==> src/design/mcss_pkg.sv <==
// ----------------------------------------------------------------------------
// Motor command stack sequencer package
// Shared types and constants for the sequencer controller, datapath and top.
// ----------------------------------------------------------------------------
package mcss_pkg;

   // Field widths fixed by the command and result formats.
   localparam int DIR_W      = 2;
   localparam int VEL_W      = 8;
   localparam int STEPS_W    = 8;
   localparam int DUTY_W     = 10;
   localparam int DUR_MS_W   = 15;
   localparam int LEVEL_W    = 4;
   localparam int LIMIT_W    = 7;
   localparam int SCALE_W    = 4;
   localparam int MS_STEP_W  = 7;

   // Configuration port geometry.
   localparam int CSR_ADDR_W = 4;
   localparam int CSR_DATA_W = 32;

   // Register indexes, taken from byte address bits [3:2].
   localparam logic [1:0] IDX_VELOCITY_LIMIT = 2'd0;
   localparam logic [1:0] IDX_DUTY_SCALE     = 2'd1;
   localparam logic [1:0] IDX_MS_PER_STEP    = 2'd2;

   // Register reset values.
   localparam logic [LIMIT_W-1:0]   VELOCITY_LIMIT_RST = 7'd100;
   localparam logic [SCALE_W-1:0]   DUTY_SCALE_RST     = 4'd10;
   localparam logic [MS_STEP_W-1:0] MS_PER_STEP_RST    = 7'd100;

   // Largest compare value and largest elapsed time.
   localparam logic [DUTY_W-1:0]   DUTY_MAX    = 10'd1000;
   localparam logic [DUR_MS_W-1:0] ELAPSED_MAX = 15'h7FFF;

   // Item kinds.
   localparam logic CMD_PUSH = 1'b0;
   localparam logic CMD_TICK = 1'b1;

   // Directions.
   localparam logic [DIR_W-1:0] DIR_FORWARD  = 2'd0;
   localparam logic [DIR_W-1:0] DIR_BACKWARD = 2'd1;
   localparam logic [DIR_W-1:0] DIR_RIGHT    = 2'd2;
   localparam logic [DIR_W-1:0] DIR_LEFT     = 2'd3;

   // One stored motion command.
   typedef struct packed {
      logic [DIR_W-1:0]    direction;
      logic [DUTY_W-1:0]   duty;
      logic [DUR_MS_W-1:0] duration_ms;
   } stack_entry_type;

   // Commands from the controller to the datapath.
   typedef struct packed {
      logic load;   // request accepted: capture it and start the stack read
      logic exec;   // carry out the captured request and fill the result
   } dp_cmd_type;

   // Controller states.
   typedef enum logic [1:0] {
      ST_IDLE = 2'b01,
      ST_EXEC = 2'b10
   } ctrl_state_type;

endpackage

==> src/design/mcss_ram.sv <==
// ----------------------------------------------------------------------------
// Generic single-port-write RAM
// One write port and one read port with a registered read.
// ----------------------------------------------------------------------------
module mcss_ram #(
   parameter int WIDTH = 8,
   parameter int DEPTH = 8,
   parameter int ADDR_W = (DEPTH > 1) ? $clog2(DEPTH) : 1
) (
   input  logic              clock,
   input  logic              wr_en,
   input  logic [ADDR_W-1:0] wr_addr,
   input  logic [WIDTH-1:0]  wr_data,
   input  logic              rd_en,
   input  logic [ADDR_W-1:0] rd_addr,
   output logic [WIDTH-1:0]  rd_data
);

   logic [WIDTH-1:0] mem_ff [DEPTH];
   logic [WIDTH-1:0] rd_data_ff;

   // Write port.
   always_ff @(posedge clock) begin
      if (wr_en) begin
         mem_ff[wr_addr] <= wr_data;
      end
   end

   // Registered read port.
   always_ff @(posedge clock) begin
      if (rd_en) begin
         rd_data_ff <= mem_ff[rd_addr];
      end
   end

   assign rd_data = rd_data_ff;

endmodule

==> src/design/mcss_ctrl.sv <==
// ----------------------------------------------------------------------------
// Sequencer controller
// Handshake control: accepts a request, runs it in the execute state, holds the result.
// ----------------------------------------------------------------------------
module mcss_ctrl (
   input  logic                clock,
   input  logic                reset,
   input  logic                req_valid,
   output logic                req_stall,
   output logic                rsp_valid,
   input  logic                rsp_stall,
   output mcss_pkg::dp_cmd_type dp_cmd
);
   import mcss_pkg::*;

   ctrl_state_type state_ff, state_in;
   logic           rsp_valid_ff, rsp_valid_in;
   logic           accept;

   // A new request waits during reset, while one is in work or a result cannot leave.
   assign req_stall = reset || (state_ff != ST_IDLE) || (rsp_valid_ff && rsp_stall);
   assign accept    = req_valid && !req_stall;

   // Next state.
   always_comb begin
      state_in = state_ff;
      case (state_ff)
         ST_IDLE: begin
            if (accept) begin
               state_in = ST_EXEC;
            end
         end
         ST_EXEC: begin
            state_in = ST_IDLE;
         end
         default: begin
            state_in = ST_IDLE;
         end
      endcase
   end

   // The result register fills on execute and empties when taken.
   assign rsp_valid_in = (state_ff == ST_EXEC) ? 1'b1 : (rsp_valid_ff && rsp_stall);

   always_ff @(posedge clock) begin
      if (reset) begin
         state_ff     <= ST_IDLE;
         rsp_valid_ff <= 1'b0;
      end else begin
         state_ff     <= state_in;
         rsp_valid_ff <= rsp_valid_in;
      end
   end

   assign dp_cmd.load = accept;
   assign dp_cmd.exec = (state_ff == ST_EXEC);
   assign rsp_valid   = rsp_valid_ff;

`ifndef SYNTHESIS
   // An accepted request is executed in the next cycle.
   a_accept_exec: assert property (@(posedge clock) disable iff (reset)
      accept |=> (state_ff == ST_EXEC))
      else $error("accepted request was not executed next cycle");

   // Execution always leaves a result waiting.
   a_exec_result: assert property (@(posedge clock) disable iff (reset)
      (state_ff == ST_EXEC) |=> rsp_valid_ff)
      else $error("execution did not produce a result");

   // A result is never overwritten while it is stalled.
   a_no_overwrite: assert property (@(posedge clock) disable iff (reset)
      (state_ff == ST_EXEC) |-> !(rsp_valid_ff && rsp_stall))
      else $error("result overwritten while stalled");
`endif

endmodule

==> src/design/mcss_dp.sv <==
// ----------------------------------------------------------------------------
// Sequencer datapath
// Configuration registers, stack pointer, active command and result registers.
// ----------------------------------------------------------------------------
module mcss_dp #(
   parameter int STACK_DEPTH = 8,
   parameter int ADDR_W  = (STACK_DEPTH > 1) ? $clog2(STACK_DEPTH) : 1,
   parameter int COUNT_W = $clog2(STACK_DEPTH + 1)
) (
   input  logic                                clock,
   input  logic                                reset,
   input  mcss_pkg::dp_cmd_type                dp_cmd,
   // Request fields.
   input  logic                                req_cmd,
   input  logic [mcss_pkg::DIR_W-1:0]          req_direction,
   input  logic [mcss_pkg::VEL_W-1:0]          req_velocity_percent,
   input  logic [mcss_pkg::STEPS_W-1:0]        req_duration_steps,
   // Configuration port.
   input  logic                                psel,
   input  logic                                penable,
   input  logic                                pwrite,
   input  logic [mcss_pkg::CSR_ADDR_W-1:0]     paddr,
   input  logic [mcss_pkg::CSR_DATA_W-1:0]     pwdata,
   output logic [mcss_pkg::CSR_DATA_W-1:0]     prdata,
   output logic                                pready,
   // Stack memory.
   output logic                                ram_wr_en,
   output logic [ADDR_W-1:0]                   ram_wr_addr,
   output mcss_pkg::stack_entry_type           ram_wr_data,
   output logic                                ram_rd_en,
   output logic [ADDR_W-1:0]                   ram_rd_addr,
   input  mcss_pkg::stack_entry_type           ram_rd_data,
   // Result fields.
   output logic [mcss_pkg::DUTY_W-1:0]         rsp_timer_a_ch1_duty,
   output logic [mcss_pkg::DUTY_W-1:0]         rsp_timer_a_ch2_duty,
   output logic [mcss_pkg::DUTY_W-1:0]         rsp_timer_b_ch1_duty,
   output logic [mcss_pkg::DUTY_W-1:0]         rsp_timer_b_ch2_duty,
   output logic                                rsp_command_done,
   output logic                                rsp_running,
   output logic [mcss_pkg::LEVEL_W-1:0]        rsp_stack_level,
   output logic                                rsp_push_dropped
);
   import mcss_pkg::*;

   localparam logic [COUNT_W-1:0] DEPTH_C = COUNT_W'(STACK_DEPTH);

   // Configuration registers.
   logic [LIMIT_W-1:0]   velocity_limit_ff;
   logic [SCALE_W-1:0]   duty_scale_ff;
   logic [MS_STEP_W-1:0] ms_per_step_ff;
   logic                 csr_write;

   // Captured request.
   logic                 cmd_ff;
   logic [DIR_W-1:0]     dir_ff;
   logic [VEL_W-1:0]     vel_ff;
   logic [STEPS_W-1:0]   steps_ff;

   // Sequencer state.
   logic [COUNT_W-1:0]   count_ff, count_in;
   logic                 active_ff, active_in;
   logic [DIR_W-1:0]     act_dir_ff, act_dir_in;
   logic [DUTY_W-1:0]    act_duty_ff, act_duty_in;
   logic [DUR_MS_W-1:0]  act_dur_ff, act_dur_in;
   logic [DUR_MS_W-1:0]  elapsed_ff, elapsed_in;

   // Push arithmetic.
   logic [LIMIT_W-1:0]         vel_clamped;
   logic [LIMIT_W+SCALE_W-1:0] duty_raw;
   logic [DUTY_W-1:0]          duty_sat;
   logic [DUR_MS_W-1:0]        dur_ms;

   // Result next values.
   logic                 done_in, dropped_in;
   logic [DUTY_W-1:0]    a1_in, a2_in, b1_in, b2_in;
   logic [DUR_MS_W-1:0]  elapsed_inc;

   // Result registers.
   logic [DUTY_W-1:0]    a1_ff, a2_ff, b1_ff, b2_ff;
   logic                 done_ff, running_ff, dropped_ff;
   logic [LEVEL_W-1:0]   level_ff;

   // Configuration write and read.
   assign pready    = 1'b1;
   assign csr_write = psel && penable && pwrite && pready;

   always_ff @(posedge clock) begin
      if (reset) begin
         velocity_limit_ff <= VELOCITY_LIMIT_RST;
         duty_scale_ff     <= DUTY_SCALE_RST;
         ms_per_step_ff    <= MS_PER_STEP_RST;
      end else if (csr_write) begin
         case (paddr[3:2])
            IDX_VELOCITY_LIMIT: velocity_limit_ff <= pwdata[LIMIT_W-1:0];
            IDX_DUTY_SCALE:     duty_scale_ff     <= pwdata[SCALE_W-1:0];
            IDX_MS_PER_STEP:    ms_per_step_ff    <= pwdata[MS_STEP_W-1:0];
            default: begin
            end
         endcase
      end
   end

   always_comb begin
      case (paddr[3:2])
         IDX_VELOCITY_LIMIT: prdata = CSR_DATA_W'(velocity_limit_ff);
         IDX_DUTY_SCALE:     prdata = CSR_DATA_W'(duty_scale_ff);
         IDX_MS_PER_STEP:    prdata = CSR_DATA_W'(ms_per_step_ff);
         default:            prdata = '0;
      endcase
   end

   // Capture the request as it is accepted.
   always_ff @(posedge clock) begin
      if (dp_cmd.load) begin
         cmd_ff   <= req_cmd;
         dir_ff   <= req_direction;
         vel_ff   <= req_velocity_percent;
         steps_ff <= req_duration_steps;
      end
   end

   // The top of the stack is read while the request is accepted.
   assign ram_rd_en   = dp_cmd.load;
   assign ram_rd_addr = ADDR_W'(count_ff - COUNT_W'(1));

   // Clamp, scale and saturate the pushed velocity; scale the duration.
   assign vel_clamped = (vel_ff > VEL_W'(velocity_limit_ff)) ? velocity_limit_ff
                                                             : vel_ff[LIMIT_W-1:0];
   assign duty_raw = vel_clamped * duty_scale_ff;
   assign duty_sat = (duty_raw > (LIMIT_W+SCALE_W)'(DUTY_MAX)) ? DUTY_MAX
                                                               : DUTY_W'(duty_raw);
   assign dur_ms   = DUR_MS_W'(steps_ff) * DUR_MS_W'(ms_per_step_ff);

   assign ram_wr_data.direction   = dir_ff;
   assign ram_wr_data.duty        = duty_sat;
   assign ram_wr_data.duration_ms = dur_ms;
   assign ram_wr_addr = ADDR_W'(count_ff);
   assign ram_wr_en   = dp_cmd.exec && (cmd_ff == CMD_PUSH) && (count_ff < DEPTH_C);

   assign elapsed_inc = (elapsed_ff != ELAPSED_MAX) ? (elapsed_ff + DUR_MS_W'(1))
                                                    : elapsed_ff;

   // Push, pop and timing of the active command.
   always_comb begin
      count_in    = count_ff;
      active_in   = active_ff;
      act_dir_in  = act_dir_ff;
      act_duty_in = act_duty_ff;
      act_dur_in  = act_dur_ff;
      elapsed_in  = elapsed_ff;
      done_in     = 1'b0;
      dropped_in  = 1'b0;
      if (cmd_ff == CMD_PUSH) begin
         if (count_ff < DEPTH_C) begin
            count_in = count_ff + COUNT_W'(1);
         end else begin
            dropped_in = 1'b1;
         end
      end else if (!active_ff) begin
         if (count_ff != '0) begin
            count_in    = count_ff - COUNT_W'(1);
            act_dir_in  = ram_rd_data.direction;
            act_duty_in = ram_rd_data.duty;
            act_dur_in  = ram_rd_data.duration_ms;
            elapsed_in  = '0;
            active_in   = 1'b1;
         end
      end else begin
         elapsed_in = elapsed_inc;
         if (elapsed_inc >= act_dur_ff) begin
            active_in = 1'b0;
            done_in   = 1'b1;
         end
      end
   end

   // Channel selection by direction.
   always_comb begin
      a1_in = '0;
      a2_in = '0;
      b1_in = '0;
      b2_in = '0;
      if (active_in) begin
         case (act_dir_in)
            DIR_FORWARD: begin
               a1_in = act_duty_in;
               b2_in = act_duty_in;
            end
            DIR_BACKWARD: begin
               a2_in = act_duty_in;
               b1_in = act_duty_in;
            end
            DIR_RIGHT: begin
               a1_in = act_duty_in;
               b1_in = act_duty_in;
            end
            default: begin
               a2_in = act_duty_in;
               b2_in = act_duty_in;
            end
         endcase
      end
   end

   // Sequencer state registers.
   always_ff @(posedge clock) begin
      if (reset) begin
         count_ff    <= '0;
         active_ff   <= 1'b0;
         act_dir_ff  <= '0;
         act_duty_ff <= '0;
         act_dur_ff  <= '0;
         elapsed_ff  <= '0;
      end else if (dp_cmd.exec) begin
         count_ff    <= count_in;
         active_ff   <= active_in;
         act_dir_ff  <= act_dir_in;
         act_duty_ff <= act_duty_in;
         act_dur_ff  <= act_dur_in;
         elapsed_ff  <= elapsed_in;
      end
   end

   // Result registers, held while the result waits.
   always_ff @(posedge clock) begin
      if (dp_cmd.exec) begin
         a1_ff      <= a1_in;
         a2_ff      <= a2_in;
         b1_ff      <= b1_in;
         b2_ff      <= b2_in;
         done_ff    <= done_in;
         running_ff <= active_in;
         level_ff   <= LEVEL_W'(count_in);
         dropped_ff <= dropped_in;
      end
   end

   assign rsp_timer_a_ch1_duty = a1_ff;
   assign rsp_timer_a_ch2_duty = a2_ff;
   assign rsp_timer_b_ch1_duty = b1_ff;
   assign rsp_timer_b_ch2_duty = b2_ff;
   assign rsp_command_done     = done_ff;
   assign rsp_running          = running_ff;
   assign rsp_stack_level      = level_ff;
   assign rsp_push_dropped     = dropped_ff;

`ifndef SYNTHESIS
   // The stack count never exceeds the stack depth.
   a_count_range: assert property (@(posedge clock) disable iff (reset)
      count_ff <= DEPTH_C)
      else $error("stack count beyond depth");

   // A pop that starts a command always begins with zero elapsed time.
   a_start_zero: assert property (@(posedge clock) disable iff (reset)
      (dp_cmd.exec && !active_ff && active_in) |=> (elapsed_ff == '0))
      else $error("started command with nonzero elapsed time");

   // The stack is written only on a push into a stack with room.
   a_write_room: assert property (@(posedge clock) disable iff (reset)
      ram_wr_en |=> (count_ff == $past(count_ff) + COUNT_W'(1)))
      else $error("stack write without matching count increment");
`endif

endmodule

==> src/design/motor_command_stack_sequencer.sv <==
// ----------------------------------------------------------------------------
// Motor command stack sequencer
// Stacks motion commands and drives four motor compare channels per tick.
// ----------------------------------------------------------------------------
// Usage:
// The request channel carries either a push (req_cmd low) with direction,
// velocity and duration, or a one millisecond tick (req_cmd high). Each
// request yields exactly one response with the four channel duties, the
// done pulse, the running flag, the stack level and the drop flag.
// A request is accepted when req_valid is high and req_stall is low. The
// response is registered after the execute state that follows acceptance
// and stays until rsp_stall is low. One request is in work at a time: no
// new request is taken until the last has executed, which waits on the
// registered stack read. While a response is stalled, req_stall stays high.
// Configuration registers sit at byte addresses 0, 4 and 8 of the psel
// port; write them only while no request is in work.
// A synchronous reset empties the stack, stops the active command and
// restores the register defaults; the result registers and the stack memory are not cleared.
// ----------------------------------------------------------------------------
module motor_command_stack_sequencer #(
   parameter int STACK_DEPTH = 8
) (
   input  logic                               clock,
   input  logic                               reset,
   // Request channel.
   input  logic                               req_valid,
   output logic                               req_stall,
   input  logic                               req_cmd,
   input  logic [mcss_pkg::DIR_W-1:0]         req_direction,
   input  logic [mcss_pkg::VEL_W-1:0]         req_velocity_percent,
   input  logic [mcss_pkg::STEPS_W-1:0]       req_duration_steps,
   // Response channel.
   output logic                               rsp_valid,
   input  logic                               rsp_stall,
   output logic [mcss_pkg::DUTY_W-1:0]        rsp_timer_a_ch1_duty,
   output logic [mcss_pkg::DUTY_W-1:0]        rsp_timer_a_ch2_duty,
   output logic [mcss_pkg::DUTY_W-1:0]        rsp_timer_b_ch1_duty,
   output logic [mcss_pkg::DUTY_W-1:0]        rsp_timer_b_ch2_duty,
   output logic                               rsp_command_done,
   output logic                               rsp_running,
   output logic [mcss_pkg::LEVEL_W-1:0]       rsp_stack_level,
   output logic                               rsp_push_dropped,
   // Configuration port.
   input  logic                               psel,
   input  logic                               penable,
   input  logic                               pwrite,
   input  logic [mcss_pkg::CSR_ADDR_W-1:0]    paddr,
   input  logic [mcss_pkg::CSR_DATA_W-1:0]    pwdata,
   output logic [mcss_pkg::CSR_DATA_W-1:0]    prdata,
   output logic                               pready
);
   import mcss_pkg::*;

   localparam int ADDR_W = (STACK_DEPTH > 1) ? $clog2(STACK_DEPTH) : 1;

   dp_cmd_type          dp_cmd;
   logic                ram_wr_en;
   logic [ADDR_W-1:0]   ram_wr_addr;
   stack_entry_type     ram_wr_data;
   logic                ram_rd_en;
   logic [ADDR_W-1:0]   ram_rd_addr;
   stack_entry_type     ram_rd_data;

   // Handshake controller.
   mcss_ctrl u_ctrl (
      .clock     (clock),
      .reset     (reset),
      .req_valid (req_valid),
      .req_stall (req_stall),
      .rsp_valid (rsp_valid),
      .rsp_stall (rsp_stall),
      .dp_cmd    (dp_cmd)
   );

   // Datapath with configuration registers.
   mcss_dp #(
      .STACK_DEPTH (STACK_DEPTH)
   ) u_dp (
      .clock                (clock),
      .reset                (reset),
      .dp_cmd               (dp_cmd),
      .req_cmd              (req_cmd),
      .req_direction        (req_direction),
      .req_velocity_percent (req_velocity_percent),
      .req_duration_steps   (req_duration_steps),
      .psel                 (psel),
      .penable              (penable),
      .pwrite               (pwrite),
      .paddr                (paddr),
      .pwdata               (pwdata),
      .prdata               (prdata),
      .pready               (pready),
      .ram_wr_en            (ram_wr_en),
      .ram_wr_addr          (ram_wr_addr),
      .ram_wr_data          (ram_wr_data),
      .ram_rd_en            (ram_rd_en),
      .ram_rd_addr          (ram_rd_addr),
      .ram_rd_data          (ram_rd_data),
      .rsp_timer_a_ch1_duty (rsp_timer_a_ch1_duty),
      .rsp_timer_a_ch2_duty (rsp_timer_a_ch2_duty),
      .rsp_timer_b_ch1_duty (rsp_timer_b_ch1_duty),
      .rsp_timer_b_ch2_duty (rsp_timer_b_ch2_duty),
      .rsp_command_done     (rsp_command_done),
      .rsp_running          (rsp_running),
      .rsp_stack_level      (rsp_stack_level),
      .rsp_push_dropped     (rsp_push_dropped)
   );

   // Command stack storage.
   mcss_ram #(
      .WIDTH (DIR_W + DUTY_W + DUR_MS_W),
      .DEPTH (STACK_DEPTH)
   ) u_stack (
      .clock   (clock),
      .wr_en   (ram_wr_en),
      .wr_addr (ram_wr_addr),
      .wr_data (ram_wr_data),
      .rd_en   (ram_rd_en),
      .rd_addr (ram_rd_addr),
      .rd_data (ram_rd_data)
   );

endmodule
==> config.mk <==
export PLATFORM = sky130hd
export DESIGN_NAME = motor_command_stack_sequencer
export DESIGN_NICKNAME = d
export VERILOG_FILES = /design/src/design/mcss_pkg.sv /design/src/design/mcss_ram.sv /design/src/design/mcss_ctrl.sv /design/src/design/mcss_dp.sv /design/src/design/motor_command_stack_sequencer.sv
export SDC_FILE = /design/constraint.sdc
export NUM_CORES = 1
export LEC_CHECK = 0
export BUFFER_PORTS_ARGS = -buffer_cell sky130_fd_sc_hd__clkbuf_2
export CORE_AREA = 2 2 296 225
export CTS_CLUSTER_DIAMETER = 120
export CTS_CLUSTER_SIZE = 12
export DETAILED_ROUTE_END_ITERATION = 10
export DIE_AREA = 0 0 298 227
export GPL_ROUTABILITY_DRIVEN = 1
export GPL_TIMING_DRIVEN = 0
export PLACE_DENSITY_LB_ADDON = 0.2
export SYNTH_ARGS = -nofsm -noshare
export SYNTH_HDL_FRONTEND = slang
export SYNTH_SLANG_ARGS = --single-unit
export TNS_END_PERCENT = 5
==> constraint.sdc <==
create_clock -name clock -period 5.4 [get_ports clock]
set_clock_uncertainty 0.15 [all_clocks]
set_input_delay 0.54 -clock clock [delete_from_list [all_inputs] [get_ports clock]]
set_output_delay 0.54 -clock clock [all_outputs]
set_load 0.02 [all_outputs]
# Word level (Yosys, flattened, before mapping)
# Memory sizes are Yosys's and may differ from the RTL's. A register that Yosys moved wholly into a read port is not among the register bits.
# Cells that the tools add are included.
[totals]
ff_bits = 134
mem_bits_rw = 216
inputBits = 62
output_inout_bits = 82
word_cells = 96
memories = 1
[memory_table]
columns = ["name", "depth", "width", "rd", "rd_clocked_by_memory_dff", "wr", "line_no", "source"]
rows = [
  ["u_stack.mem_ff", 8, 27, 1, 1, 1, "mcss_ram.sv:19", "logic [WIDTH-1:0] mem_ff [DEPTH];"],
]
[classes]
n_addsub = 3
n_mul = 2
magnitude_cmp = 4
eq_ne = 8
mux = 25
n_bitwise = 4
reduce_logical = 26
[op_table]
columns = ["op", "n"]
rows = [
  ["$mux W15", 3],
  ["$mux W10", 4],
  ["$pmux W7 S3", 1],
  ["$mux W4", 4],
  ["$add A15 B1 Y15 const B", 1],
  ["$ge A15 B15 Y1", 1],
  ["$mul A8 B7 Y15", 1],
  ["$ne A15 B15 Y1 const B", 1],
  ["$reduce_and A2 Y1", 6],
  ["$gt A11 B10 Y1 const B", 1],
  ["$mul A7 B4 Y11", 1],
  ["$mux W1", 9],
  ["$gt A8 B7 Y1", 1],
  ["$mux W7", 1],
  ["$eq A2 B1 Y1 const B", 3],
  ["$eq A2 B2 Y1 const B", 3],
  ["$logic_and A1 B1 Y1", 6],
  ["$mux W2", 3],
  ["$reduce_or A2 Y1", 3],
  ["$reduce_or A3 Y1", 2],
  ["$add A4 B1 Y4 const B", 1],
  ["$logic_not A2 Y1", 2],
  ["$lt A4 B4 Y1 const B", 1],
  ["$not A1 Y1", 4],
  ["other kinds (8)", 9],
]

# Longest topological paths before layout
# Gate-level depths: netlist (run 1).
[depth]
depth_word = 8
ltp_mapped = 19

# Hierarchy
# A second synthesis (run 1) with hierarchy kept.
[unflattened]
cells_unflattened = 1302
hier_area_um2 = 18268.8
[modules_own_cells]
columns = ["mod", "instances", "cells_per_inst", "area_per_inst_um2", "seq_area_each_um2"]
rows = [
  ["mcss_ram", 1, 352, 9182.6, 7297.0],
  ["mcss_dp", 1, 937, 8943.6, 3283.1],
  ["mcss_ctrl", 1, 13, 142.6, 60.1],
]

# Worst setup path before layout (run 1)
# OpenSTA, ideal clock, no wires.
[synth_path]
path_type = "register to register"
start = "reg u_dp.vel_ff[5]"
end = "mem u_stack.mem_ff[0][24] (netlist name) (data pin)"
setup_ps = 291
arrival_time_ps = 4693
t_required_ps = 4959
slack_ps = 266
stages_incl_launch_ff = 19
n_path_buf = 1
synth_period_minus_slack_ps = 5134
cell_sequence = "edfxtp_1 > ha_1 > and4b_1 > a221oi_1 > a21boi_1 > buf_2 > mux2i_1 > nor2b_1 > fa_1 > inv_1 > fa_1 > inv_1 > ha_1 > nor2b_1 > o31a_1 > o31a_1 > o22a_1 > xor2_1 > or3_1"
[synth_rtl]
columns = ["element", "line_no", "source"]
rows = [
  ["start: declaration", "mcss_dp.sv:56", "logic [VEL_W-1:0] vel_ff;"],
  ["start signal: assignment", "mcss_dp.sv:117", "vel_ff <= req_velocity_percent;"],
  ["end: declaration", "mcss_ram.sv:19", ""],
]

==> metrics.md, run 1 <==
| Metric | Value |
|---|---|
| Clock sinks | 377 |
| Ranking of synthesized cells by area | edfxtp_1, dfxtp_1, mux4_2, ha_1, fa_1 |
| Commonest non-fill, non-tap cells in the layout | edfxtp_1, nand2_1, clkbuf_2, inv_1, ha_1 |
| FF+latch count, synth | 377 |
| Worst-Skew Late Latency | 540 ps |
| Number of synthesized flops with an enable pin | 309 |
| H-tree levels | 2 |
| Iter 0 DRT Violations | 647 |
| Layout cells sized above 1 | 23.6% |
| CP max stage delay | 540 ps |
| Clk buf depth | 3 |
| Register area share after synthesis | 59.2% |
| Final cycle utilization of the critical path | 102% |
| Crit path time final | 5500 ps |
| Worst reg-to-reg path cell count | 19 |
| Largest fanout on the critical path | 8 |
| Crit path cell chain | ha_1 > and4b_2 > a221oi_4 > a21boi_1 > buf_6 > buf_4 > mux2i_4 > nor2b_2 > fa_1 > inv_2 > fa_1 > inv_2 > ha_4 > o21a_1 > o31a_1 > o31a_1 > a2111oi_2 > o211ai_1 > o211a_2 |
| FF-to-FF End | u_stack.mem_ff[3][17] |
| Crit path kind | flip-flop to flip-flop |
| WP data required | 5520 ps |
| Synthesized area | 18,000 um^2 |
| Chip Height | 227 um |
| Placed cells | 2,311 |
| Antenna-violating nets left | 0 |
| Final-stage net count | 1,680 |
| CP Capture Type | flip-flop |
| RSZ-0062 raised after global routing | yes |
| GR Util met3 | 2.06% |
| Row cnt | 81 |
| Commonest non-fill, non-tap cell in the layout | edfxtp_1 |
| Initial Util | 27.8% |
| Port Buf Inserts | 89 |
| Violated checks | negative setup slack |
| Congestion Overflow GR | 0 |
| Vias post-DR | 10,873 |
| DR vias/cell | 4.54 |
| Grt met1 use | 18.9% |
| Initial antenna violation count | 0 |
| DRT Pass-1 Iters | 5 |
| Slowest-stage cell, CP | fa_1 |
| Antenna diodes | 0 |
| CTS Buf Count | 37 |
| Pleak | 7.68 nW |
| Library cells used by synthesis | 70 |
| Die ar. | 67,600 um^2 |
| WL per Instance | 18.5 um |
| First-pass GRT wire length | 67,200 um |
| Met2 GRT Util | 20.7% |
| Status | finished, violations left |
| Asr flop ratio synth | 0% |
| Synth warnings | 0 |
| Total power divided by cell area | 300 nW/um^2 |
| Clk pwr share | 37.9% |
| Hold WS | 25.6 ps |
| Crit path buffers/inverters | 4 |
| Int Power | 0.00487 W |
| MaxCap Viol Count | 0 |
| Slew Limit Headroom | 32.1% |
| Synthesized area per cell | 13.7 um^2 |
| Remaining DRCs | 0 |
| Post-DP HPWL | 31,200 um |
| IO Count | 144 |
| Crit path max-delay family | compound AO/OA/AOI/OAI gates |
| Share of power burned in registers | 51.3% |
| Worst min path class | input pin to flip-flop |
| Max Freq | 182 MHz |
| Final slew viol count | 0 |
| Startpoint class of the critical path | flip-flop |
| Tot Pwr | 0.00643 W |
| Final Worst Setup Slack | -96.0 ps |
| Final WL | 44,300 um |
| Logic pwr share | 10.9% |
| Sw Ratio | 24.2% |
| Hold Path End | u_dp.vel_ff[4] |
| Fin. Hold Viols | 0 |
| CTS tree | yes |
| Gp weighted congestion | 0.794 |
| Clock Root Buffer | clkbuf_16 |
| Maximum vdd drop | 0.200 mV |
| Die width | 298 um |
| Core area | 64,700 um^2 |
| Data arrival, critical path | 5610 ps |
| Leading area contributor after synthesis | edfxtp_1 |
| DP Area | 19,900 um^2 |
| Top cell type's share of synthesized area | 51.6% |
| Non-Filler Instances | 2,396 |
| Area delta synth->final | 19.4% |
| Synth Instances | 1,313 |
| Tot GR Track Use | 13.0% |
| R2R Setup Slk | -100 ps |
| HP Start | req_velocity_percent[4] |
| GRT Max-Usage Layer | met2 |
| Post-Place Worst Slack | -983 ps |
| Min-Delay Path Depth | 1 |
| Vias in the first global route | 10,830 |
| Most used DFF post-synth | edfxtp_1 |
| Largest net degree at the start of global routing | 55 |
| P_sw | 0.00156 W |
| Slew @ Worst Pin | 1020 ps |
| Finished Cell Area | 21,500 um^2 |
| Clock slew at reported path FFs | 70 ps |
| Setup Viol. Count Final | 48 |
| Worst r2r src | u_dp.vel_ff[4] |
## what timing repair did
action | 4_1_cts | 5_1_grt
setup endpoints to repair | 88 | 104
gates resized for setup | 48 | 21
pin swaps | 22 | 9
hold endpoints to repair | 7 | 0
buffers inserted | 15 | 2
hold buffers | 7 | 0
## sequential cells by signal, summed over array words and instances (netlist names), 2 cells and up
name and count:
u_stack.mem_ff 216, u_stack.rd_data 27, u_dp.act_dur_ff 15, u_dp.elapsed_ff 15
u_dp.act_duty_ff 10, u_dp.rsp_timer_a_ch1_duty 10, u_dp.rsp_timer_a_ch2_duty 10, u_dp.rsp_timer_b_ch1_duty 10
u_dp.rsp_timer_b_ch2_duty 10, u_dp.steps_ff 8, u_dp.vel_ff 8, u_dp.ms_per_step_ff 7
u_dp.velocity_limit_ff 7, u_dp.count_ff 4, u_dp.duty_scale_ff 4, u_dp.rsp_stack_level 4
u_ctrl.state_ff 2, u_dp.act_dir_ff 2, u_dp.dir_ff 2
## logic make-up after synthesis
| logic type | Yosys count | synth area share, % |
|---|---|---|
| adder cells (fa/ha/maj) | 115 | 9.63 |
| XOR/XNOR | 31 | 1.51 |
| buffers and inverters | 164 | 4.11 |
| other | 2 | 0.0418 |
| multiplexers | 120 | 10.7 |
| AO/OA/AOI/OAI | 141 | 5.02 |
| AND/OR/NAND/NOR | 363 | 9.86 |
| flip-flops | 377 | 59.2 |
## cell usage after synthesis, drive strengths merged, types with 5 or more instances
library cell / n
nor2b: 27
nor3: 54
or3: 7
buf: 49
edfxtp: 309
and2: 31
ha: 76
xnor2: 22
a21oi: 53
o21a: 8
nand2b: 11
nand2: 140
mux2: 28
nor2: 42
o211ai: 6
a31oi: 14
inv: 82
or2: 8
nand4: 6
nand3: 20
xor2: 9
clkbuf: 31
mux2i: 38
dfxtp: 68
fa: 39
o21ai: 19
o211a: 5
mux4: 54
a21o: 7
## routing by layer
metal  part of all wire, %  wire length (um)  vias up
met4                   1.2               530        2
met3                   3.6              1620       41
li1                      -                 -     5124
met1                    49             21900     5525
met2                    46             20200      181
met5                  0.21                92        -
## power groups by stage
stage	combinational, W	sequential, W	clock (W)
6_report	0.000700	0.00330	0.00244
4_1_cts	0.000693	0.00330	0.00250
3_3_place_gp	0.000615	0.00336	0
3_5_place_dp	0.000634	0.00336	0
2_1_floorplan	0.000429	0.00335	0
5_1_grt	0.000775	0.00330	0.00260
## stage by stage
stage | util [%] | setup TNS [ps]
final | 33.2 | -2900
after global routing | 33.2 | -11760
after CTS | 33.1 | -25.6
after detailed placement | 30.8 | -58540
after global placement | 30.3 | -126650
after floorplan | - | 0
## worst max path at each step
| stage | slack (ps) | start | end | depth (start not counted) |
|---|---|---|---|---|
| after floorplan | 270 | u_dp.vel_ff[5] | u_stack.mem_ff[0][24] | 18 |
| after global placement | -1430 | u_ctrl.state_ff[0] | u_stack.mem_ff[0][8] | 5 |
| after global routing | -250 | u_dp.vel_ff[4] | u_stack.mem_ff[3][17] | 18 |
| after CTS | -3 | u_dp.vel_ff[4] | u_stack.mem_ff[3][17] | 18 |
| after detailed placement | -980 | u_dp.vel_ff[6] | u_stack.mem_ff[6][22] | 18 |
| final | -100 | u_dp.vel_ff[4] | u_stack.mem_ff[3][17] | 19 |
## cell type report
type / count / area [um^2]
Fill cell: 6466 / 43200
Sequential cell: 377 / 10600
Multi-Input combinational cell: 796 / 7050
Tap cell: 871 / 1090
Clock buffer: 59 / 1050
Timing Repair Buffer: 127 / 866
Buffer: 80 / 430
Inverter: 84 / 317
Clock inverter: 2 / 17.5
No activity file was read; power rests on OpenSTA's default activity.
==> run 2, diff against run 1 <==
--- a/config.mk
+++ b/config.mk
@@ -6,15 +6,16 @@
 export NUM_CORES = 1
 export LEC_CHECK = 0
 export BUFFER_PORTS_ARGS = -buffer_cell sky130_fd_sc_hd__clkbuf_2
-export CORE_AREA = 2 2 296 225
+export CORE_AREA = 2 2 298 227
 export CTS_CLUSTER_DIAMETER = 120
 export CTS_CLUSTER_SIZE = 12
 export DETAILED_ROUTE_END_ITERATION = 10
-export DIE_AREA = 0 0 298 227
+export DIE_AREA = 0 0 300 229
 export GPL_ROUTABILITY_DRIVEN = 1
 export GPL_TIMING_DRIVEN = 0
 export PLACE_DENSITY_LB_ADDON = 0.2
 export SYNTH_ARGS = -nofsm -noshare
 export SYNTH_HDL_FRONTEND = slang
+export SYNTH_HIERARCHICAL = 1
 export SYNTH_SLANG_ARGS = --single-unit
 export TNS_END_PERCENT = 5
==> constraint.sdc (replaced) <==
create_clock -name clock -period 5.4 [get_ports clock]
set_clock_uncertainty 0.15 [all_clocks]
set_input_delay 0 -clock clock [delete_from_list [all_inputs] [get_ports clock]]
set_output_delay 0 -clock clock [all_outputs]
set_load 0.02 [all_outputs]
==> run 2 against run 1 <==
The flow now finishes without violations. Core utilization is 0.64 points higher. Wire length is 2.5% lower. Global-route usage is 0.47 points lower. Power is 1.4% higher. Register-to-register slack better by 160 ps. Cell area is 3.8% higher. Via count is 2.2% higher. Critical endpoint is now u_stack/mem_ff[6][17].
==> metrics.md, run 2 <==
| Metric | Value |
|---|---|
| FF+latch count, synth | 377 (unchanged) |
| Vias in the first global route | 10,934 (+0.96%) |
| Finished Core Util | 33.8% (+0.64 points) |
| Congestion Overflow GR | 0 (unchanged) |
| Clock Root Buffer | clkbuf_16 |
| Post-Synth Simple-Gate Area | 8.88% (-0.98 points) |
| First-pass GRT wire length | 66,100 um (-1.7%) |
| Chip Height | 229 um (+0.88%) |
| Min-Delay Path Depth | 2 (+1) |
| Pleak | 8.40 nW (+9.5%) |
| Layout cells sized above 1 | 20.1% (-3.5 points) |
| Max Freq | 187 MHz (+3.0%) |
| Int Power | 0.00488 W (+0.23%) |
| Slew @ Worst Pin | 844 ps (-174 ps) |
| FILL cells | 6,416 (-0.77%) |
| Ranking of synthesized cells by area | edfxtp_1, mux4_1, dfxtp_1, ha_1, fa_1 |
| DRT Pass-1 Iters | 5 (unchanged) |
| Port Buf Inserts | 89 (unchanged) |
| TNS Setup | 0 ps (+2900 ps) |
| Final-stage net count | 1,720 (+2.4%) |
| Status | finished, final reports clean |
| Largest net degree at the start of global routing | 28 (-49%) |
| Clk pwr share | 37.3% (-0.6 points) |
| Footprint of the multi-input gates | 7240 um^2 (+2.8%) |
| Data arrival, critical path | 5480 ps (-130 ps) |
| P_sw | 0.00164 W (+5.1%) |
| Area delta synth->final | 22.0% |
| XOR/XNOR Fraction of Synth Area | 1.53% (+0.024 points) |
| R2R Setup Slk | 60 ps (+160 ps) |
| Register area | 10,600 um^2 (about the same) |
| Antenna diodes | 0 (unchanged) |
| Tot Pwr | 0.00652 W (+1.4%) |
| WP data required | 5540 ps (+20 ps) |
| Setup Viol. Count Final | 0 (-100%) |
| Maximum vdd drop | 0.185 mV (-7.4%) |
| Total power divided by cell area | 293 nW/um^2 (-2.3%) |
| Synthesized area per cell | 14.0 um^2 (+2.5%) |
| CP Capture Type | flip-flop |
| Commonest non-fill, non-tap cell in the layout | edfxtp_1 |
| CTS Buf Count | 37 (unchanged) |
| Crit path time final | 5340 ps (-159 ps) |
| Iter 0 DRT Violations | 627 (-3.1%) |
| Clk buf depth | 3 (unchanged) |
| FF-to-FF End | u_stack/mem_ff[6][17] |
| Startpoint class of the critical path | flip-flop |
| Clock slew at reported path FFs | 60 ps (about the same) |
| Share of power burned in registers | 50.6% (-0.7 points) |
| Post-Place Worst Slack | -572 ps (+411 ps) |
| Clock sinks | 377 (unchanged) |
| Register with the most flip-flops | u_stack/mem_ff |
| Leading area contributor after synthesis | edfxtp_1 |
| Synth Area in Compound Gates | 5.60% (+0.58 points) |
| Synth Instances | 1,302 (-0.84%) |
| HP Start | req_direction[0] |
| Top cell type's share of synthesized area | 50.8% (-0.81 points) |
| CTS tree | yes |
| Sw Ratio | 25.1% (+0.88 points) |
| GR Util met3 | 2.09% (+0.026 points) |
| Post-Synth Adder-Cell Area | 9.48% (-0.15 points) |
| Logic pwr share | 12.1% (+1.2 points) |
| Initial Util | 27.7% (-0.073 points) |
| Gp weighted congestion | 0.762 (-4.0%) |
| GRT Max-Usage Layer | met2 |
| H-tree levels | 2 (unchanged) |
| IO Count | 144 (unchanged) |
| Final WL | 43,200 um (-2.5%) |
| Die width | 300 um (+0.67%) |
| Final Worst Setup Slack | 63.3 ps (+159 ps) |
| Synth warnings | 6 (+6) |
| Number of synthesized flops with an enable pin | 309 (unchanged) |
| Asr flop ratio synth | 0% (unchanged) |
| Worst reg-to-reg path cell count | 18 (-1) |
| Hold Path End | u_dp/dir_ff[0] |
| WL per Instance | 17.7 um (-4.6%) |
| RSZ-0062 raised after global routing | yes |
| Core area | 65,900 um^2 (+1.9%) |
| Final slew viol count | 0 (unchanged) |
| Crit path kind | flip-flop to flip-flop |
| Grt met1 use | 18.8% (-0.10 points) |
| Row cnt | 82 (+1.2%) |
| Synthesized area | 18,300 um^2 (+1.6%) |
| Multiplexer share of the synthesized area | 11.7% (+1.1 points) |
| Tot GR Track Use | 12.5% (-0.47 points) |
| Worst min path class | input pin to flip-flop |
| Die ar. | 68,700 um^2 (+1.6%) |
| MaxCap Viol Count | 0 (unchanged) |
| Post-DP HPWL | 29,900 um (-4.2%) |
| Worst r2r src | u_dp/vel_ff[6] |
| Worst-Skew Late Latency | 570 ps (+30 ps) |
| Vias post-DR | 11,111 (+2.2%) |
| Final cycle utilization of the critical path | 98.8% (-2.9 points) |
| Register area share after synthesis | 58.2% (-0.93 points) |
| Commonest non-fill, non-tap cells in the layout | edfxtp_1, nor2_1, nand2_1, clkbuf_2, inv_1 |
| Initial antenna violation count | 1 (+1) |
| Remaining DRCs | 0 (unchanged) |
| Most used DFF post-synth | edfxtp_1 |
| Met2 GRT Util | 18.8% (-1.9 points) |
| Count leader, synth | edfxtp_1 |
| DR vias/cell | 4.54 (about the same) |
| Antenna-violating nets left | 0 (unchanged) |
| Max FFs per register | 216 (unchanged) |
| Fin. Hold Viols | 0 (unchanged) |
| Commonest cells in the netlist | edfxtp_1, nor2_1, nand2_1 |
| Slew Limit Headroom | 43.7% (+12 points) |
| Largest fanout on the critical path | 8 (unchanged) |
| Combinational family with the most area after synthesis | multiplexers |
| Library cells used by synthesis | 72 (+2.9%) |
run 2: cell count changes after synthesis, sizes merged, moves of 6 or more:
cell	previous run	this run
nor2	42	102
nor3	54	8
nand2	140	97
nand3	20	35
a211oi	1	14
a21oi	53	41
nor2b	27	19
o21ai	19	27
a31oi	14	7
inv	82	89
o31ai	3	9
run 2: cell type report:
cell class | count | share of cell area (%)
Buffer | 82 | 2.21
Clock buffer | 58 | 4.51
Clock inverter | 4 | 0.337
Inverter | 89 | 1.50
Multi-Input combinational cell | 778 | 32.5
Sequential cell | 377 | 47.8
Tap cell | 882 | 4.95
Timing Repair Buffer | 178 | 6.22
run 2: stage by stage:
stage	hold slack, ps	area (um^2)	cells
detailed placement	28.6	20200	2310
global placement	26.6	19900	2297
global route	35.3	22300	2448
CTS	26.6	22100	2440
finish	44.1	22300	2448
floorplan	-80.9	18400	1326
run 2: logic make-up after synthesis:
logic type	Yosys count
fa+ha+maj	115
flops	377
xor+xnor	32
mux	122
other cells	2
simple gates	336
buf+inv	171
compound gates	147
run 2: worst max path at each step:
stage | endpoint | startpoint | cells past startpoint
6_report | u_stack/mem_ff[6][17] | u_dp/vel_ff[6] | 18
5_1_grt | u_stack/mem_ff[4][17] | u_dp/vel_ff[6] | 18
4_1_cts | u_stack/mem_ff[2][17] | u_dp/vel_ff[6] | 18
3_5_place_dp | u_stack/mem_ff[3][15] | u_dp/velocity_limit_ff[4] | 19
3_3_place_gp | u_stack/mem_ff[4][10] | u_ctrl/state_ff[0] | 6
2_1_floorplan | u_stack/mem_ff[0][16] | u_dp/velocity_limit_ff[6] | 19
run 2: worst max-delay path, cell delays in order, from the launching register on:
cell and delay [ps]:
edfxtp_1 430, ha_4 300, and4b_2 270, o211ai_1 100, a21boi_1 190, buf_6 190
mux2i_4 300, nor2b_2 80, fa_1 530, inv_1 50, fa_1 520, inv_1 60
ha_4 260, o21a_1 180, o31a_1 140, or3_4 410, a221oi_4 320, nand2_2 170
o311a_4 400
run 2: routing by layer:
layer	wire length (um)	up-vias
met4	704	0
met1	21800	5611
li1	-	5253
met3	1760	49
met2	19000	198
met5	0	-
run 2: power groups by stage:
| stage | Combinational [W] | Sequential, W | Clock [W] |
|---|---|---|---|
| floorplan | 0.000470 | 0.00336 | 0 |
| global placement | 0.000671 | 0.00336 | 0 |
| detailed placement | 0.000686 | 0.00336 | 0 |
| CTS | 0.000780 | 0.00330 | 0.00253 |
| global route | 0.000881 | 0.00330 | 0.00264 |
| finish | 0.000792 | 0.00330 | 0.00243 |
run 2: repair_timing:
action	CTS	global route
gates resized for setup	35	16
buffers inserted	11	8
endpoints found under the hold margin	61	0
endpoints found under the setup margin	84	92
pin swaps	7	13
hold buffers	57	0
==> run 3, diff against run 2 <==
--- a/config.mk
+++ b/config.mk
@@ -13,7 +13,7 @@
 export DIE_AREA = 0 0 300 229
 export GPL_ROUTABILITY_DRIVEN = 1
 export GPL_TIMING_DRIVEN = 0
-export PLACE_DENSITY_LB_ADDON = 0.2
+export PLACE_DENSITY = 0.46
 export SYNTH_ARGS = -nofsm -noshare
 export SYNTH_HDL_FRONTEND = slang
 export SYNTH_HIERARCHICAL = 1
==> run 3 against run 2 <==
Via count is 0.57% lower. Worst hold slack got worse by 8.0 ps. Combinational power shrank 2%. First-iteration DRC count down 5.4%. Sequential power about the same. Non-clock buffer count decreased by 8. Global-route usage shrank 0.42 points. Wire length is 2.8% lower. Sequential share of layout area rose by 0.26 points. Register-to-register slack about the same.
==> metrics.md, run 3 (synthesized netlist as in run 2, its figures left out) <==
| Metric | Value |
|---|---|
| Core area | 65,900 um^2 (unchanged) |
| Critical path's most frequent cell | fa_1 |
| Row cnt | 82 (unchanged) |
| Commonest non-fill, non-tap cell in the layout | edfxtp_1 |
| Port Buf Inserts | 89 (unchanged) |
| Final Worst Setup Slack | 70.0 ps (+6.72 ps) |
| Die ar. | 68,700 um^2 (unchanged) |
| Initial antenna violation count | 3 (+2) |
| CTS tree | yes |
| Setup Viol. Count Final | 0 (unchanged) |
| Slowest-stage cell, CP | fa_1 |
| Clock Root Buffer | clkbuf_16 |
| Crit path buffers/inverters | 3 (unchanged) |
| Max Freq | 188 MHz (+0.13%) |
| Startpoint class of the critical path | flip-flop |
| Gp weighted congestion | 0.774 (+1.5%) |
| Crit path kind | flip-flop to flip-flop |
| Iter 0 DRT Violations | 593 (-5.4%) |
| CP Capture Type | flip-flop |
| CP max stage delay | 530 ps (about the same) |
| Clk buf depth | 3 (unchanged) |
| Clock sinks | 377 (unchanged) |
| Slew @ Worst Pin | 869 ps (+24.7 ps) |
| Area delta synth->final | 21.4% |
| Maximum vdd drop | 0.189 mV (+2.4%) |
| First-pass GRT wire length | 64,200 um (-2.9%) |
| Remaining DRCs | 0 (unchanged) |
| Finished Cell Area | 22,200 um^2 (-0.53%) |
| Tot GR Track Use | 12.1% (-0.42 points) |
| Total power divided by cell area | 292 nW/um^2 (-0.37%) |
| DRT Pass-1 Iters | 6 (+1) |
| Vias post-DR | 11,048 (-0.57%) |
| Antenna-violating nets left | 0 (unchanged) |
| Congestion Overflow GR | 0 (unchanged) |
| Fin. Hold Viols | 0 (unchanged) |
| WP data required | 5510 ps (-30 ps) |
| WL per Instance | 17.2 um (-2.5%) |
| FILL cells | 6,462 (+0.72%) |
| Commonest non-fill, non-tap cells in the layout | edfxtp_1, nor2_1, clkbuf_2, nand2_1, inv_1 |
| Worst min path class | input pin to flip-flop |
| RSZ-0062 raised after global routing | yes |
| Layout cells sized above 1 | 19.7% (-0.42 points) |
| Clock slew at reported path FFs | 70 ps (about the same) |
| Antenna diodes | 0 (unchanged) |
| Final slew viol count | 0 (unchanged) |
| Vias in the first global route | 10,642 (-2.7%) |
| IO Count | 144 (unchanged) |
| Max FFs per register | 216 (unchanged) |
| Pleak | 8.35 nW (-0.63%) |
| H-tree levels | 2 (unchanged) |
| MaxCap Viol Count | 0 (unchanged) |
| Final-stage net count | 1,712 (-0.47%) |
| Data arrival, critical path | 5440 ps (-40 ps) |
| Crit path time final | 5330 ps (-6.72 ps) |
| Crit path cell chain | ha_1 > and4b_2 > a221oi_2 > a21boi_1 > buf_6 > mux2i_4 > nand2b_4 > fa_1 > inv_2 > fa_1 > inv_1 > fa_2 > nor2b_4 > o31a_1 > or3_4 > a221oi_4 > nand2_2 > o311a_4 |
| DP Area | 20,200 um^2 (unchanged) |
| Final WL | 42,000 um (-2.8%) |
| Hold WS | 36.1 ps (-8.01 ps) |
| Chip Height | 229 um (unchanged) |
| CTS Buf Count | 37 (unchanged) |
| Die width | 300 um (unchanged) |
| Post-Place Worst Slack | -495 ps (+77.6 ps) |
| Final cycle utilization of the critical path | 98.7% (-0.12 points) |
| Initial Util | 27.7% (unchanged) |
| Post-DP HPWL | 29,300 um (-1.9%) |
| TNS Setup | 0 ps (unchanged) |
| DR vias/cell | 4.53 (-0.28%) |
| Crit path max-delay family | adder cells |
| Worst-Skew Late Latency | 560 ps (about the same) |
| Slew Limit Headroom | 42.1% (-1.6 points) |
| Largest fanout on the critical path | 8 (unchanged) |
| Largest net degree at the start of global routing | 44 (+57%) |
| Register with the most flip-flops | u_stack/mem_ff |
| Status | finished, final reports clean |
-- run 3: cell types whose count changed in the layout (fill, tap and decap cells not counted), sizes merged --
cell | previous run | this run
clkbuf | 177 | 178
buf | 84 | 81
dlygate4sd3 | 57 | 52
-- run 3: metrics by stage --
stage | std cells | util, % | power [W]
after global routing | 2441 | 33.7 | 0.00677
after global placement | 2297 | 30.2 | 0.00403
after detailed placement | 2310 | 30.6 | 0.00405
after floorplan | 1326 | - | 0.00383
after CTS | 2432 | 33.4 | 0.00657
final | 2441 | 33.7 | 0.00647
-- run 3: repair_timing --
item,4_1_cts,5_1_grt
resized for setup,31,15
endpoints found under the hold margin,60,0
buffers inserted,7,9
pin swaps,7,16
endpoints found under the setup margin,80,104
hold buffers,52,0
-- run 3: power breakdown --
| group | total [W] | leakage [nW] | internal (W) | switching, W |
|---|---|---|---|---|
| logic | 0.000780 | 4.47 | 0.000307 | 0.000473 |
| clock network | 0.00239 | 0.505 | 0.00129 | 0.00110 |
| registers | 0.00330 | 3.38 | 0.00328 | 0.0000213 |
-- run 3: path summary, 6_finish.rpt --
| path | endpoint | from | slack (ps) | cells after the start |
|---|---|---|---|---|
| hold reg to reg | u_dp/act_dur_ff[2] | u_dp/act_dur_ff[2] | 310 | 2 |
| setup reg to reg | u_stack/mem_ff[1][19] | u_dp/vel_ff[5] | 70 | 18 |
| setup / recovery | u_stack/mem_ff[1][19] | u_dp/vel_ff[5] | 70 | 18 |
| hold / removal | u_dp/ms_per_step_ff[5] | paddr[3] | 40 | 5 |
-- run 3: final cells by class --
type | instances | area, um^2 | area share, %
clock inverters | 4 | 50.0 | 0.226
flip-flops and latches | 377 | 10700 | 48.0
clock buffers | 59 | 1010 | 4.55
repair buffers | 170 | 1310 | 5.93
well taps | 882 | 1100 | 4.98
multi-input cells | 778 | 7220 | 32.5
plain buffers | 82 | 493 | 2.22
inverters | 89 | 334 | 1.51
-- run 3: tightest hold or removal path, cell delays in order --
cell and delay, ps:
clkbuf_2 90, nor3b_1 130, buf_1 250, mux2i_1 180, nand2_1 60
-- run 3: layer usage --
metal | GRT usage (%) | up-vias | part of all wire [%]
met5 | 0 | - | 0
met4 | 2.73 | 0 | 1.6
met3 | 2.04 | 45 | 4.0
met2 | 17.6 | 207 | 43
met1 | 18.7 | 5571 | 51
li1 | - | 5225 | -
